**config.mk**
```make
export PLATFORM = sky130hd
export DESIGN_NAME = three_rotor_enigma_cipher_core
export DESIGN_NICKNAME = d
export VERILOG_FILES = /design/src/rtl/enig_pkg.sv /design/src/rtl/enig_pos_store.sv /design/src/rtl/three_rotor_enigma_cipher_core.sv
export SDC_FILE = /design/constraint.sdc
export NUM_CORES = 1
export LEC_CHECK = 0
export BUFFER_PORTS_ARGS = -buffer_cell sky130_fd_sc_hd__buf_2
export CAP_MARGIN = 25
export CELL_PAD_IN_SITES_DETAIL_PLACEMENT = 0
export CELL_PAD_IN_SITES_GLOBAL_PLACEMENT = 1
export CORE_UTILIZATION = 45
export DETAILED_ROUTE_END_ITERATION = 16
export PLACE_DENSITY_LB_ADDON = 0.15
export SETUP_SLACK_MARGIN = 0.02
export SLEW_MARGIN = 20
export SYNTH_ARGS = -nofsm -noshare
export SYNTH_HDL_FRONTEND = slang
export SYNTH_HIERARCHICAL = 1
export SYNTH_SLANG_ARGS = --single-unit
```
**constraint.sdc**
```tcl
create_clock -name clk_i -period 11.9 [get_ports clk_i]
set_input_delay 1.785 -clock clk_i [delete_from_list [all_inputs] [get_ports clk_i]]
set_output_delay 1.785 -clock clk_i [all_outputs]
set_load 0.02 [all_outputs]
```
**src/rtl/enig_pkg.sv**
```systemverilog
`timescale 1ns / 1ps
`default_nettype none

package enig_pkg;

  localparam int unsigned AlphabetSize = 26;
  localparam int unsigned LetterW      = 5;

  typedef logic [LetterW-1:0] letter_t;
  typedef letter_t tab_t [AlphabetSize];

  typedef struct packed {
    letter_t left;
    letter_t middle;
    letter_t right;
  } pos_t;

  // configuration register indexes
  localparam logic [1:0] REG_LEFT_START   = 2'd0;
  localparam logic [1:0] REG_MIDDLE_START = 2'd1;
  localparam logic [1:0] REG_RIGHT_START  = 2'd2;

  // request action codes
  localparam logic ACT_CIPHER  = 1'b0;
  localparam logic ACT_RESTART = 1'b1;

  localparam letter_t LEFT_START_RST   = 5'd2;
  localparam letter_t MIDDLE_START_RST = 5'd21;
  localparam letter_t RIGHT_START_RST  = 5'd17;

  localparam letter_t LAST_LETTER = letter_t'(AlphabetSize - 1);

  localparam tab_t REFL = '{
    5'd24, 5'd17, 5'd20, 5'd7,  5'd16, 5'd18, 5'd11, 5'd3,  5'd15, 5'd23, 5'd13, 5'd6,  5'd14,
    5'd10, 5'd12, 5'd8,  5'd4,  5'd1,  5'd5,  5'd25, 5'd2,  5'd22, 5'd21, 5'd9,  5'd0,  5'd19};

  localparam tab_t ROT_L = '{
    5'd1,  5'd3,  5'd5,  5'd7,  5'd9,  5'd11, 5'd2,  5'd15, 5'd17, 5'd19, 5'd23, 5'd21, 5'd25,
    5'd13, 5'd24, 5'd4,  5'd8,  5'd22, 5'd6,  5'd0,  5'd10, 5'd12, 5'd20, 5'd18, 5'd16, 5'd14};
  localparam tab_t ROT_M = '{
    5'd0,  5'd9,  5'd3,  5'd10, 5'd18, 5'd8,  5'd17, 5'd20, 5'd23, 5'd1,  5'd11, 5'd7,  5'd22,
    5'd19, 5'd12, 5'd2,  5'd16, 5'd6,  5'd25, 5'd13, 5'd15, 5'd24, 5'd5,  5'd21, 5'd14, 5'd4};
  localparam tab_t ROT_R = '{
    5'd4,  5'd10, 5'd12, 5'd5,  5'd11, 5'd6,  5'd3,  5'd16, 5'd21, 5'd25, 5'd13, 5'd19, 5'd14,
    5'd22, 5'd24, 5'd7,  5'd23, 5'd20, 5'd18, 5'd15, 5'd0,  5'd8,  5'd1,  5'd17, 5'd2,  5'd9};

  // inverse wirings for the return path
  localparam tab_t INV_L = '{
    5'd19, 5'd0,  5'd6,  5'd1,  5'd15, 5'd2,  5'd18, 5'd3,  5'd16, 5'd4,  5'd20, 5'd5,  5'd21,
    5'd13, 5'd25, 5'd7,  5'd24, 5'd8,  5'd23, 5'd9,  5'd22, 5'd11, 5'd17, 5'd10, 5'd14, 5'd12};
  localparam tab_t INV_M = '{
    5'd0,  5'd9,  5'd15, 5'd2,  5'd25, 5'd22, 5'd17, 5'd11, 5'd5,  5'd1,  5'd3,  5'd10, 5'd14,
    5'd19, 5'd24, 5'd20, 5'd16, 5'd6,  5'd4,  5'd13, 5'd7,  5'd23, 5'd12, 5'd8,  5'd21, 5'd18};
  localparam tab_t INV_R = '{
    5'd20, 5'd22, 5'd24, 5'd6,  5'd0,  5'd3,  5'd5,  5'd15, 5'd21, 5'd25, 5'd1,  5'd4,  5'd2,
    5'd10, 5'd12, 5'd19, 5'd7,  5'd23, 5'd18, 5'd11, 5'd17, 5'd8,  5'd13, 5'd16, 5'd14, 5'd9};

  // reduce a raw 5-bit value into 0..25
  function automatic letter_t fold(input letter_t v);
    return (v >= letter_t'(AlphabetSize)) ? letter_t'(v - letter_t'(AlphabetSize)) : v;
  endfunction

  function automatic letter_t add_mod(input letter_t a, input letter_t b);
    logic [LetterW:0] s;
    s = {1'b0, a} + {1'b0, b};
    if (s >= (LetterW+1)'(AlphabetSize)) begin
      s = s - (LetterW+1)'(AlphabetSize);
    end
    return s[LetterW-1:0];
  endfunction

  function automatic letter_t sub_mod(input letter_t a, input letter_t b);
    letter_t r;
    if (a >= b) begin
      r = a - b;
    end else begin
      r = letter_t'(a + letter_t'(AlphabetSize) - b);
    end
    return r;
  endfunction

  // one rotor passage: wiring offset by the rotor position
  function automatic letter_t rotor_pass(input tab_t w, input letter_t p, input letter_t x);
    return sub_mod(w[add_mod(x, p)], p);
  endfunction

  function automatic letter_t step_one(input letter_t p);
    return (p == LAST_LETTER) ? '0 : letter_t'(p + letter_t'(1));
  endfunction

endpackage

`default_nettype wire

```
**src/rtl/enig_pos_store.sv**
```systemverilog
`timescale 1ns / 1ps
`default_nettype none

// Rotor position store: one-entry synchronous memory, read every cycle,
// with the last write forwarded for the cycle in which the read is stale.
module enig_pos_store (
  input  wire logic          clk_i,
  input  wire logic          rst_ni,
  input  wire logic          wr_en_i,
  input  wire enig_pkg::pos_t wr_pos_i,
  input  wire enig_pkg::pos_t rst_pos_i,
  output enig_pkg::pos_t      rd_pos_o
);
  import enig_pkg::*;

  pos_t mem_q [1];
  pos_t rd_q;
  pos_t fwd_q;
  logic fwd_vld_q;
  logic mem_vld_q;

  always_ff @(posedge clk_i) begin
    if (wr_en_i) begin
      mem_q[0] <= wr_pos_i;
      fwd_q    <= wr_pos_i;
    end
    rd_q <= mem_q[0];
  end

  always_ff @(posedge clk_i or negedge rst_ni) begin
    if (!rst_ni) begin
      fwd_vld_q <= 1'b0;
      mem_vld_q <= 1'b0;
    end else begin
      fwd_vld_q <= wr_en_i;
      if (wr_en_i) begin
        mem_vld_q <= 1'b1;
      end
    end
  end

  // until the first write the entry reads as the reset positions
  assign rd_pos_o = fwd_vld_q ? fwd_q : (mem_vld_q ? rd_q : rst_pos_i);

endmodule

`default_nettype wire

```
**src/rtl/three_rotor_enigma_cipher_core.sv**
```systemverilog
`timescale 1ns / 1ps
`default_nettype none

// Channel   Direction  Handshake             Payload
// in        request    in_valid_i/in_stall_o action_i, letter_in_i
// out       result     out_valid_o/out_stall_i letter_out_o
// cfg       write      cfg_we_i              cfg_idx_i, cfg_data_i
//
// One request per cycle sustained while out is not stalled; once accepted, a
// letter passes two more pass stages and the output register. Rotor positions
// live in a one-entry memory with a registered read; the forward path covers
// back-to-back updates. A restart request updates positions and gives no
// result. Reset loads start registers 2/21/17 and empties the pipe.
// A stall on out backs up the stages and then stalls in.
module three_rotor_enigma_cipher_core (
  input  wire logic                 clk_i,
  input  wire logic                 rst_ni,
  input  wire logic                 in_valid_i,
  output logic                      in_stall_o,
  input  wire logic                 action_i,
  input  wire enig_pkg::letter_t    letter_in_i,
  output logic                      out_valid_o,
  input  wire logic                 out_stall_i,
  output enig_pkg::letter_t         letter_out_o,
  input  wire logic                 cfg_we_i,
  input  wire logic [1:0]           cfg_idx_i,
  input  wire enig_pkg::letter_t    cfg_data_i
);
  import enig_pkg::*;

  // configuration
  letter_t left_start_q, middle_start_q, right_start_q;

  always_ff @(posedge clk_i or negedge rst_ni) begin
    if (!rst_ni) begin
      left_start_q   <= LEFT_START_RST;
      middle_start_q <= MIDDLE_START_RST;
      right_start_q  <= RIGHT_START_RST;
    end else if (cfg_we_i) begin
      case (cfg_idx_i)
        REG_LEFT_START:   left_start_q   <= cfg_data_i;
        REG_MIDDLE_START: middle_start_q <= cfg_data_i;
        REG_RIGHT_START:  right_start_q  <= cfg_data_i;
        default: ;
      endcase
    end
  end

  // pipeline control
  logic s1_v_q, s2_v_q, s3_v_q, out_v_q;
  logic s1_act_q;
  logic en1, en2, en3, en4, s1_go, s1_cipher;

  assign en4       = !out_v_q || !out_stall_i;
  assign en3       = !s3_v_q || en4;
  assign en2       = !s2_v_q || en3;
  assign s1_cipher = s1_v_q && (s1_act_q == ACT_CIPHER);
  assign s1_go     = s1_v_q && ((s1_act_q == ACT_RESTART) || en2);
  assign en1       = !s1_v_q || s1_go;
  assign in_stall_o = !en1;

  // position store, read-modify-write as a request leaves stage 1
  pos_t pos_cur, pos_d, pos_rst, pos_load;

  assign pos_rst  = '{left: fold(LEFT_START_RST), middle: fold(MIDDLE_START_RST),
                      right: fold(RIGHT_START_RST)};
  assign pos_load = '{left: fold(left_start_q), middle: fold(middle_start_q),
                      right: fold(right_start_q)};

  always_comb begin
    pos_d       = pos_cur;
    pos_d.right = step_one(pos_cur.right);
    if (pos_cur.right == LAST_LETTER) begin
      pos_d.middle = step_one(pos_cur.middle);
      if (pos_cur.middle == LAST_LETTER) begin
        pos_d.left = step_one(pos_cur.left);
      end
    end
    if (s1_act_q == ACT_RESTART) begin
      pos_d = pos_load;
    end
  end

  enig_pos_store u_pos (
    .clk_i     (clk_i),
    .rst_ni    (rst_ni),
    .wr_en_i   (s1_go),
    .wr_pos_i  (pos_d),
    .rst_pos_i (pos_rst),
    .rd_pos_o  (pos_cur)
  );

  // datapath registers
  letter_t s1_let_q, s2_x_q, s3_x_q, out_q;
  pos_t    s2_pos_q, s3_pos_q;
  letter_t s1_x, s2_x, s3_x;

  assign s1_x = rotor_pass(ROT_M, pos_cur.middle, rotor_pass(ROT_R, pos_cur.right, s1_let_q));
  assign s2_x = rotor_pass(INV_L, s2_pos_q.left,
                           REFL[rotor_pass(ROT_L, s2_pos_q.left, s2_x_q)]);
  assign s3_x = rotor_pass(INV_R, s3_pos_q.right, rotor_pass(INV_M, s3_pos_q.middle, s3_x_q));

  always_ff @(posedge clk_i) begin
    if (en1) begin
      s1_act_q <= action_i;
      s1_let_q <= fold(letter_in_i);
    end
    if (en2) begin
      s2_x_q   <= s1_x;
      s2_pos_q <= pos_cur;
    end
    if (en3) begin
      s3_x_q   <= s2_x;
      s3_pos_q <= s2_pos_q;
    end
    if (en4) begin
      out_q <= s3_x;
    end
  end

  always_ff @(posedge clk_i or negedge rst_ni) begin
    if (!rst_ni) begin
      s1_v_q  <= 1'b0;
      s2_v_q  <= 1'b0;
      s3_v_q  <= 1'b0;
      out_v_q <= 1'b0;
    end else begin
      if (en1) s1_v_q  <= in_valid_i;
      if (en2) s2_v_q  <= s1_cipher;
      if (en3) s3_v_q  <= s2_v_q;
      if (en4) out_v_q <= s3_v_q;
    end
  end

  assign out_valid_o  = out_v_q;
  assign letter_out_o = out_q;

  // assertions
  a_out_range : assert property (@(posedge clk_i) disable iff (!rst_ni)
    out_valid_o |-> (letter_out_o < letter_t'(AlphabetSize)))
    else $error("cipher letter out of range");

  a_stall_full : assert property (@(posedge clk_i) disable iff (!rst_ni)
    in_stall_o |-> (s1_v_q && s2_v_q && s3_v_q && out_v_q))
    else $error("input stalled with a free stage");

  a_cipher_moves : assert property (@(posedge clk_i) disable iff (!rst_ni)
    (s1_go && s1_cipher) |=> s2_v_q)
    else $error("cipher request lost between stages");

  a_pos_range : assert property (@(posedge clk_i) disable iff (!rst_ni)
    s1_v_q |-> (pos_cur.left < letter_t'(AlphabetSize)) &&
               (pos_cur.middle < letter_t'(AlphabetSize)) &&
               (pos_cur.right < letter_t'(AlphabetSize)))
    else $error("rotor position out of range");

endmodule

`default_nettype wire
```
Word level (Yosys, flattened, before mapping)
Memory sizes are Yosys's and may differ from the RTL's. A register that Yosys moved wholly into a read port is not among the register bits.
Index checks and enable logic that the tools add are counted.
{"block": "totals", "reg_bits": 82, "ram_bits": 15, "word_cells": 160, "romBits": 1120, "mem_count": 8}
{"block": "op_classes", "n_bitwise": 8, "muxes": 40, "n_reduce_logical": 17, "n_eq_ne": 5, "add_sub_neg": 37, "magnitude_cmp": 23}
{"name": "(name not given)", "depth": 32, "word_bits": 5, "read_ports": 1, "rd_clocked_by_memory_dff": 0, "wr": 0, "line_no": "enig_pkg.sv:84", "text": "return sub_mod(w[add_mod(x, p)], p);"}
{"name": "(name not given)", "depth": 32, "word_bits": 5, "read_ports": 1, "rd_clocked_by_memory_dff": 0, "wr": 0, "line_no": "enig_pkg.sv:84"}
{"name": "(name not given)", "depth": 32, "word_bits": 5, "read_ports": 1, "rd_clocked_by_memory_dff": 0, "wr": 0, "line_no": "enig_pkg.sv:84"}
{"name": "(name not given)", "depth": 32, "word_bits": 5, "read_ports": 1, "rd_clocked_by_memory_dff": 0, "wr": 0, "line_no": "three_rotor_enigma_cipher_core.sv:100", "text": "REFL[rotor_pass(ROT_L, s2_pos_q.left, s2_x_q)]);"}
{"name": "(name not given)", "depth": 32, "word_bits": 5, "read_ports": 1, "rd_clocked_by_memory_dff": 0, "wr": 0, "line_no": "enig_pkg.sv:84"}
{"name": "(name not given)", "depth": 32, "word_bits": 5, "read_ports": 1, "rd_clocked_by_memory_dff": 0, "wr": 0, "line_no": "enig_pkg.sv:84"}
{"name": "+2 memories"}
{"op": "5-bit two-way mux", "n": 34}
{"op": "5-bit subtractor", "n": 12}
{"op": "5-bit subtractor (second input constant)", "n": 10}
{"op": "15-bit two-way mux", "n": 3}
{"op": "6-bit greater-or-equal comparator (second input constant)", "n": 7}
{"op": "5-bit NOT with 6-bit output", "n": 7}
{"op": "5-bit by 5-bit adder with 6-bit output", "n": 6}
{"op": "6-bit by 5-bit greater-or-equal comparator with 1-bit output (second input constant)", "n": 6}
{"op": "5-bit adder (second input constant)", "n": 6}
{"op": "5-bit greater-or-equal comparator", "n": 6}
{"op": "5-bit greater-or-equal comparator (second input constant)", "n": 4}
{"op": "5-bit by 1-bit adder with 5-bit output (second input constant)", "n": 3}
{"op": "5-bit equality test (second input constant)", "n": 3}
{"op": "10-bit two-way mux", "n": 1}
{"op": "1-bit zero test", "n": 6}
{"op": "2-bit AND reduction", "n": 3}
{"op": "1-bit logical OR", "n": 5}
{"op": "2-bit by 1-bit equality test with 1-bit output (second input constant)", "n": 1}
{"op": "2-bit equality test (second input constant)", "n": 1}
{"op": "1-bit logical AND", "n": 2}
{"op": "2-bit zero test", "n": 1}
{"op": "1-bit two-way mux", "n": 2}
{"op": "1-bit NOT", "n": 1}

Logic depth before layout (Yosys ltp)
Gate-level depths: netlist of the first run.
{"block": "depth", "word_depth": 24, "mapped_depth": 47}

By module
The synthesis of the first run kept the hierarchy.
{"module": "three_rotor_enigma_cipher_core", "area_per_inst_um2": 9386.5, "seq_area_each_um2": 1864.3, "cells_per_inst": 1082, "instances": 1}
{"module": "enig_pos_store", "area_per_inst_um2": 1131.1, "seq_area_each_um2": 800.8, "cells_per_inst": 83, "instances": 1}

Least setup slack after synthesis of the first run
Ideal clock, no wire load.
{"block": "synth_timing", "path_type": "reg-to-reg", "startpoint": "register u_pos.fwd_vld_q", "endpoint": "register s2_x_q[4], data pin", "synth_period_minus_slack_ps": 8946, "stages_incl_launch_ff": 44, "setup_ps": 258, "path_slack_ps": 2954, "arrival_ps": 8689, "cell_sequence": "dfrtp_1 -> clkbuf_1 -> o21ai_0 -> ha_1 -> a211oi_2 -> o2bb2ai_1 -> nand4bb_1 -> and2_1 -> xnor2_1 -> ha_1 -> or2_2 -> a31oi_1 -> o211ai_1 -> ha_1 -> inv_1 -> a21oi_1 -> o21bai_1 -> a31oi_1 -> (+8 left out) -> or2_1 -> nor4_1 -> a2bb2oi_2 -> inv_1 -> ha_1 -> mux2_2 -> or3_1 -> o211a_1 -> ha_1 -> inv_1 -> nor2_1 -> o21ai_0 -> a31oi_1 -> o21ai_0 -> nand2b_1 -> clkbuf_1 -> mux2i_1 -> xnor2_1"}
{"item": "start: declaration", "line_no": "enig_pos_store.sv:19", "text": "logic fwd_vld_q;"}
{"item": "start signal: assignment", "line_no": "enig_pos_store.sv:35", "text": "fwd_vld_q <= wr_en_i;"}
{"item": "end signal: assignment", "line_no": "three_rotor_enigma_cipher_core.sv:109", "text": "s2_x_q <= s1_x;"}
{"item": "end: declaration", "line_no": "three_rotor_enigma_cipher_core.sv:94", "text": "letter_t s1_let_q, s2_x_q, s3_x_q, out_q;"}

Worst setup path after layout of the first run
{"block": "layout_timing", "startpoint": "register s2_pos_q[10] in the netlist's numbering", "endpoint": "register s3_x_q[4], data pin"}
{"block": "layout_between", "elab_chain_len": 24, "elab_cells_between_ends": 30, "cone_classes": "add/sub (10); order compare (4); mux (10); bitwise (3); memory (3)"}
{"item": "start: declaration", "line_no": "three_rotor_enigma_cipher_core.sv:95", "text": "pos_t s2_pos_q, s3_pos_q;"}
{"item": "start signal: assignment", "line_no": "three_rotor_enigma_cipher_core.sv:110", "text": "s2_pos_q <= pos_cur;"}
{"item": "5-bit by 5-bit adder with 6-bit output", "line_no": "enig_pkg.sv:65", "text": "s = {1'b0, a} + {1'b0, b};"}
{"item": "5-bit subtractor or 6-bit by 5-bit greater-or-equal comparator with 1-bit output (tied branches)", "line_no": "enig_pkg.sv:67, enig_pkg.sv:66"}
{"item": "5-bit two-way mux", "line_no": "enig_pkg.sv:66", "text": "if (s >= (LetterW+1)'(AlphabetSize)) begin"}
{"item": "5-bit NOT with 6-bit output (not written as such)", "line_no": "enig_pkg.sv:84"}
{"item": "memory 32 x 5 bit"}
{"item": "5-bit two-way mux (not written as such) (2 in a row)", "line_no": "enig_pkg.sv:84"}
{"item": "5-bit adder", "line_no": "enig_pkg.sv:77", "text": "r = letter_t'(a + letter_t'(AlphabetSize) - b);"}
{"item": "5-bit subtractor", "line_no": "enig_pkg.sv:77"}
{"item": "(+7 left out)"}
{"item": "5-bit two-way mux", "line_no": "enig_pkg.sv:66"}
{"item": "5-bit NOT with 6-bit output (not written as such)", "line_no": "enig_pkg.sv:84"}
{"item": "memory 32 x 5 bit"}
{"item": "5-bit two-way mux (not written as such) (2 in a row)", "line_no": "enig_pkg.sv:84"}
{"item": "5-bit adder", "line_no": "enig_pkg.sv:77"}
{"item": "5-bit subtractor", "line_no": "enig_pkg.sv:77"}
{"item": "5-bit two-way mux (*)", "line_no": "enig_pkg.sv:74", "text": "if (a >= b) begin"}
{"item": "via s2_x[4]", "line_no": "three_rotor_enigma_cipher_core.sv:96", "text": "letter_t s1_x, s2_x, s3_x;"}
{"item": "end signal: assignment", "line_no": "three_rotor_enigma_cipher_core.sv:113", "text": "s3_x_q <= s2_x;"}
{"item": "end: declaration", "line_no": "three_rotor_enigma_cipher_core.sv:94"}
The timed path passes the listed nets; every way through them passes the cells marked *. The select of a mux whose other input is x is not followed.
A chain may end at the register's enable or synchronous reset.

==> results of run 1 <==
## layer usage
| metal | global-route usage | part of all wire | vias up |
|---|---|---|---|
| li1 | - | - | 4247 |
| met1 | 0.2566 | 0.51 | 3782 |
| met2 | 0.3069 | 0.46 | 101 |
| met3 | 0.02006 | 0.023 | 13 |
| met4 | 0.03347 | 0.0077 | 0 |
| met5 | 0 | 0 | - |
## cells in the mapped netlist, types with 19 or more instances
cell and instances:
ha_1 147, inv_1 113, nand2_1 90, o21ai_0 83
nor2_1 71, a21oi_1 62, edfxtp_1 61, mux2i_1 49
xnor2_1 44, mux2_2 28, fa_1 24, nor3_1 23
a21o_1 19, a31oi_1 19
## per-stage QoR
step / hold slack, ns / instance area, um2 / utilization
finish: 0.3708 / 11350 / 0.4983
global route: 0.3884 / 11350 / 0.4983
CTS: 0.3725 / 11340 / 0.4977
detailed placement: 0.3550 / 11040 / 0.4845
global placement: 0.3494 / 11040 / 0.4845
floorplan: 0.3479 / 10570 / -
## critical path: cells and delay by family (launching register included)
family / cells / cell delay [ns]
flops: 1 / 0.48
mux: 2 / 0.95
fa+ha+maj: 7 / 2.16
simple gates: 7 / 0.74
buf+inv: 4 / 0.44
xor+xnor: 2 / 0.54
compound gates: 17 / 4.57
## flip-flops by register name, summed over array words and instances (netlist names), 10 cells and up
register	flops
u_pos/fwd_q	12
s3_pos_q	10
s2_pos_q	15
u_pos/rd_q	15
## final timing paths
path,from,end,slack [ns],depth (start not counted)
worst min register to register,u_pos/fwd_q[10],u_pos/rd_q[10],0.37,0
worst max register to register,s2_pos_q[10],s3_x_q[4],1.76,39
worst min-delay path,u_pos/fwd_q[10],u_pos/rd_q[10],0.37,0
min in group asynchronous,rst_ni,right_start_q[2],1.41,1
worst max-delay path,s2_pos_q[10],s3_x_q[4],1.76,39
max in group asynchronous,rst_ni,left_start_q[1],10.12,1
## kinds of logic (layout without fill, tap and decap cells)
kind of cell	after synthesis	count (layout)	share of synthesized area
AO/OA/AOI/OAI	326	326	0.2033
AND/OR/NAND/NOR	283	283	0.1320
buffers and inverters	142	168	0.05425
adder cells (fa/ha/maj)	171	171	0.2206
XOR/XNOR	63	63	0.05318
multiplexers	81	81	0.08256
other	2	15	0.0007140
flip-flops	97	97	0.2534
## cell type report
class                           count  area (um2)
Inverter                          113       424.2
Multi-Input combinational cell    939        7336
Clock buffer                        9       225.2
Timing Repair Buffer               39       232.7
Clock inverter                      7       75.07
Tap cell                          313       391.6
Fill cell                        2157       11430
Sequential cell                    97        2665
==> results_dict.tcl, run 1 <==
set metrics [dict create \
    rsz0062_at_grt "false" \
    die_y_um 154.9 \
    rows 55 \
    maxSlewViolCount 0 \
    grt_usage 0.1833 \
    ys_top_cells_by_area "ha_1, edfxtp_1, mux2i_1" \
    io_pins 25 \
    grt_pass1_wl_um 36150 \
    period_needed_ns 10.14 \
    worst_pin_slew_ns 0.9521 \
    critPathRequiredTime_ns 12.00 \
    root_buffer "clkbuf_16" \
    first_iter_violations 341 \
    final_common_cell "ha_1" \
    critPathLaunchType "flip-flop" \
    final_cell_mix "ha_1, inv_1, nand2_1" \
    antenna_found_initial 0 \
    synth_top_area_cell "ha_1" \
    maxCapViolCount 0 \
    preCtsSetupSlack_ns 1.612 \
    synth_area_per_cell_um2 9.028 \
    max_stage_delay_ns 0.80 \
    postCtsSetupRepairBufs 0 \
    cts_tree "done" \
    drtPass1Iterations 5 \
    core_area_mm2 0.02278 \
    synth_edf_count 61 \
    setup_ws_ns 1.763 \
    cp.arrival_ns 10.23 \
    grt_pass1_vias 7598 \
    synth_ff_type "edfxtp_1" \
    cts_sinks 97 \
    die_width_um 154.9 \
    slew_headroom 0.3471 \
    drive_gt1_frac 0.09635 \
    finalSetupViolCount 0 \
    tns_ns 0 \
    synth-seq-cells 97 \
    routed_wl_um 21500 \
    hpwlAfterDp_um 17120 \
    cts_resized 0 \
    clkLatencyLatePin_ns 0.35 \
    worst-path-max-fanout 12 \
    yosysTopAreaCellShare 0.1749 \
    crit_path_top_delay_cell "mux2i_1" \
    dieArea_mm2 0.02399 \
    final_nets 1388 \
    setup.worst_path.end_class "flip-flop" \
    syn_inst 1165 \
    dr_total_vias 8143 \
    gp_congestion 0.8382 \
    diodes 0 \
    syn_area_mm2 0.01052 \
    yosysSeqAreaShare 0.2534 \
    wl_per_cell_um 14.18 \
    dp_cells 1500 \
    portBuffers 24 \
    htreeDepth 3 \
    synthToLayoutAreaGrowth_pct 7.911 \
    start_util 0.4617 \
    grt_overflow 0 \
    cts_hold_buf 0 \
    ys_warn_count 6 \
    fmax_mhz 98.65 \
    avgViaCountPerCell 5.368 \
    hold_class "flip-flop to flip-flop" \
    skew_ns 0.01135 \
    synthArstFlopShare 0.2165 \
    critPathKind "flip-flop to flip-flop" \
    detail-route-antenna-nets 0 \
    outcome "finished, final reports clean" \
    ys_types 88 \
    clkTransAtPathRegs_ns 0.08 \
    drc 0 \
    hold_violations 0 \
    post-route-period-util 0.8518 \
    clock_path_buffers 2 \
    finalNonFillerCells 1517 \
    grt_max_degree 33 \
    numCtsBuffers 9 \
]
Power of run 1 is not shown: default switching activity piles up to over one toggle a cycle in this logic, so the estimate is an artifact.
==> inputs of run 2 (changes only) <==
Settings changed: RECOVER_POWER from default to 50.
==> results_dict.tcl, run 2 (same netlist as run 1, synthesis figures left out) <==
set metrics [dict create \
    clkLatencyLatePin_ns 0.35 \
    finalSetupViolCount 0 \
    numCtsBuffers 9 \
    outcome "finished, final reports clean" \
    reg2reg_depth 41 \
    maxCapViolCount 0 \
    cts_hold_buf 0 \
    maxSlewViolCount 0 \
    portBuffers 24 \
    hold_class "flip-flop to flip-flop" \
    drive_gt1_frac 0.08555 \
    gp_congestion 0.8382 \
    critPathKind "flip-flop to flip-flop" \
    clkTransAtPathRegs_ns 0.08 \
    regToRegSetupSlack_ns 1.76 \
    tns_ns 0 \
    grt_usage 0.1833 \
    fmax_mhz 98.66 \
    final_common_cell "ha_1" \
    grt_max_degree 33 \
    start_util 0.4617 \
    final_cell_mix "ha_1, inv_1, nand2_1" \
    cts_resized 0 \
    met3_usage 0.02006 \
    grt_pass1_wl_um 36150 \
    first_iter_violations 328 \
    routed_wl_um 21490 \
    final_nets 1388 \
    whs_path_depth 0 \
    hpwlAfterDp_um 17120 \
    cp_common_cell "ha_1" \
    skew_ns 0.01121 \
    use_met1 0.2566 \
    avgViaCountPerCell 5.357 \
    htreeDepth 3 \
    dieArea_mm2 0.02399 \
    rsz0062_at_grt "false" \
    diodes 0 \
    max_stage_delay_ns 0.66 \
    critPathLaunchType "flip-flop" \
    whs_endpoint "u_pos/rd_q[10]" \
    dr_total_vias 8126 \
    antenna_found_initial 0 \
    die_width_um 154.9 \
    critPathRequiredTime_ns 12.00 \
    crit_path_top_delay_cell "a31oi_1" \
    grt_pass1_vias 7598 \
    clock_path_buffers 2 \
    synthToLayoutAreaGrowth_pct 7.590 \
    wl_per_cell_um 14.17 \
    cts_tree "done" \
    die_y_um 154.9 \
    detail-route-antenna-nets 0 \
    crit_start "s2_pos_q[10]" \
    io_pins 25 \
    top_usage_layer "met2" \
    slew_headroom 0.1393 \
    rows 55 \
    setup.worst_path.end_class "flip-flop" \
    r2r-end "s3_x_q[4]" \
    worst_pin_slew_ns 1.291 \
    min_from "u_pos/fwd_q[10]" \
    root_buffer "clkbuf_16" \
    cts_sinks 97 \
    drc 0 \
    r2r-start "s2_pos_q[10]" \
    drtPass1Iterations 5 \
    grt_overflow 0 \
    cp.arrival_ns 10.23 \
    met2_usage 0.3069 \
    hold_violations 0 \
    period_needed_ns 10.14 \
    post-route-period-util 0.8517 \
    core_area_mm2 0.02278 \
    worst-path-max-fanout 11 \
    postCtsSetupRepairBufs 0 \
    biggestRegsByFlops "s2_pos_q (15), u_pos/rd_q (15), u_pos/fwd_q (12)" \
]
-- run 2: how the worst max path moves through the flow --
stage	cells past startpoint	to	slack [ns]
global route	41	s3_x_q[4]	0.70
finish	41	s3_x_q[4]	1.76
global placement	39	s3_x_q[4]	1.78
detailed placement	39	s3_x_q[4]	1.61
CTS	39	s3_x_q[4]	1.57
floorplan	43	s2_x_q[4]	2.95
-- run 2: layer usage --
metal,vias to the layer above,part of all wire
met5,-,0
met1,3779,0.51
met4,0,0.0067
met3,11,0.021
li1,4245,-
met2,91,0.46
-- run 2: worst max-delay path: cells and delay by family, from the launching register on --
| kind | cells | cell delay (ns) |
|---|---|---|
| fa+ha+maj | 9 | 2.82 |
| simple gates | 5 | 0.41 |
| mux | 1 | 0.15 |
| xor+xnor | 4 | 1.18 |
| flops | 1 | 0.48 |
| buf+inv | 5 | 0.60 |
| compound gates | 17 | 4.23 |
-- run 2: layout make-up --
type                            instances  area [um2]
Tap cell                              313       391.6
Inverter                              113       424.2
Multi-Input combinational cell        939        7336
Fill cell                            2163       11460
Clock inverter                          7       75.07
Clock buffer                            9       225.2
Sequential cell                        97        2665
Timing Repair Buffer                   39       198.9
-- run 2: stage by stage --
stage          instances  hold WS (ns)  area (um2)  utilization  setup slack [ns]
2_1_floorplan       1178        0.3479       10570            -             2.954
3_3_place_gp        1500        0.3494       11040       0.4845             1.785
3_5_place_dp        1500        0.3550       11040       0.4845             1.612
4_1_cts             1516        0.3725       11340       0.4977             1.569
5_1_grt             1517        0.3884       11320       0.4968            0.7047
6_report            1517        0.3707       11320       0.4968             1.764
Power of run 2 is left out for the same reason.
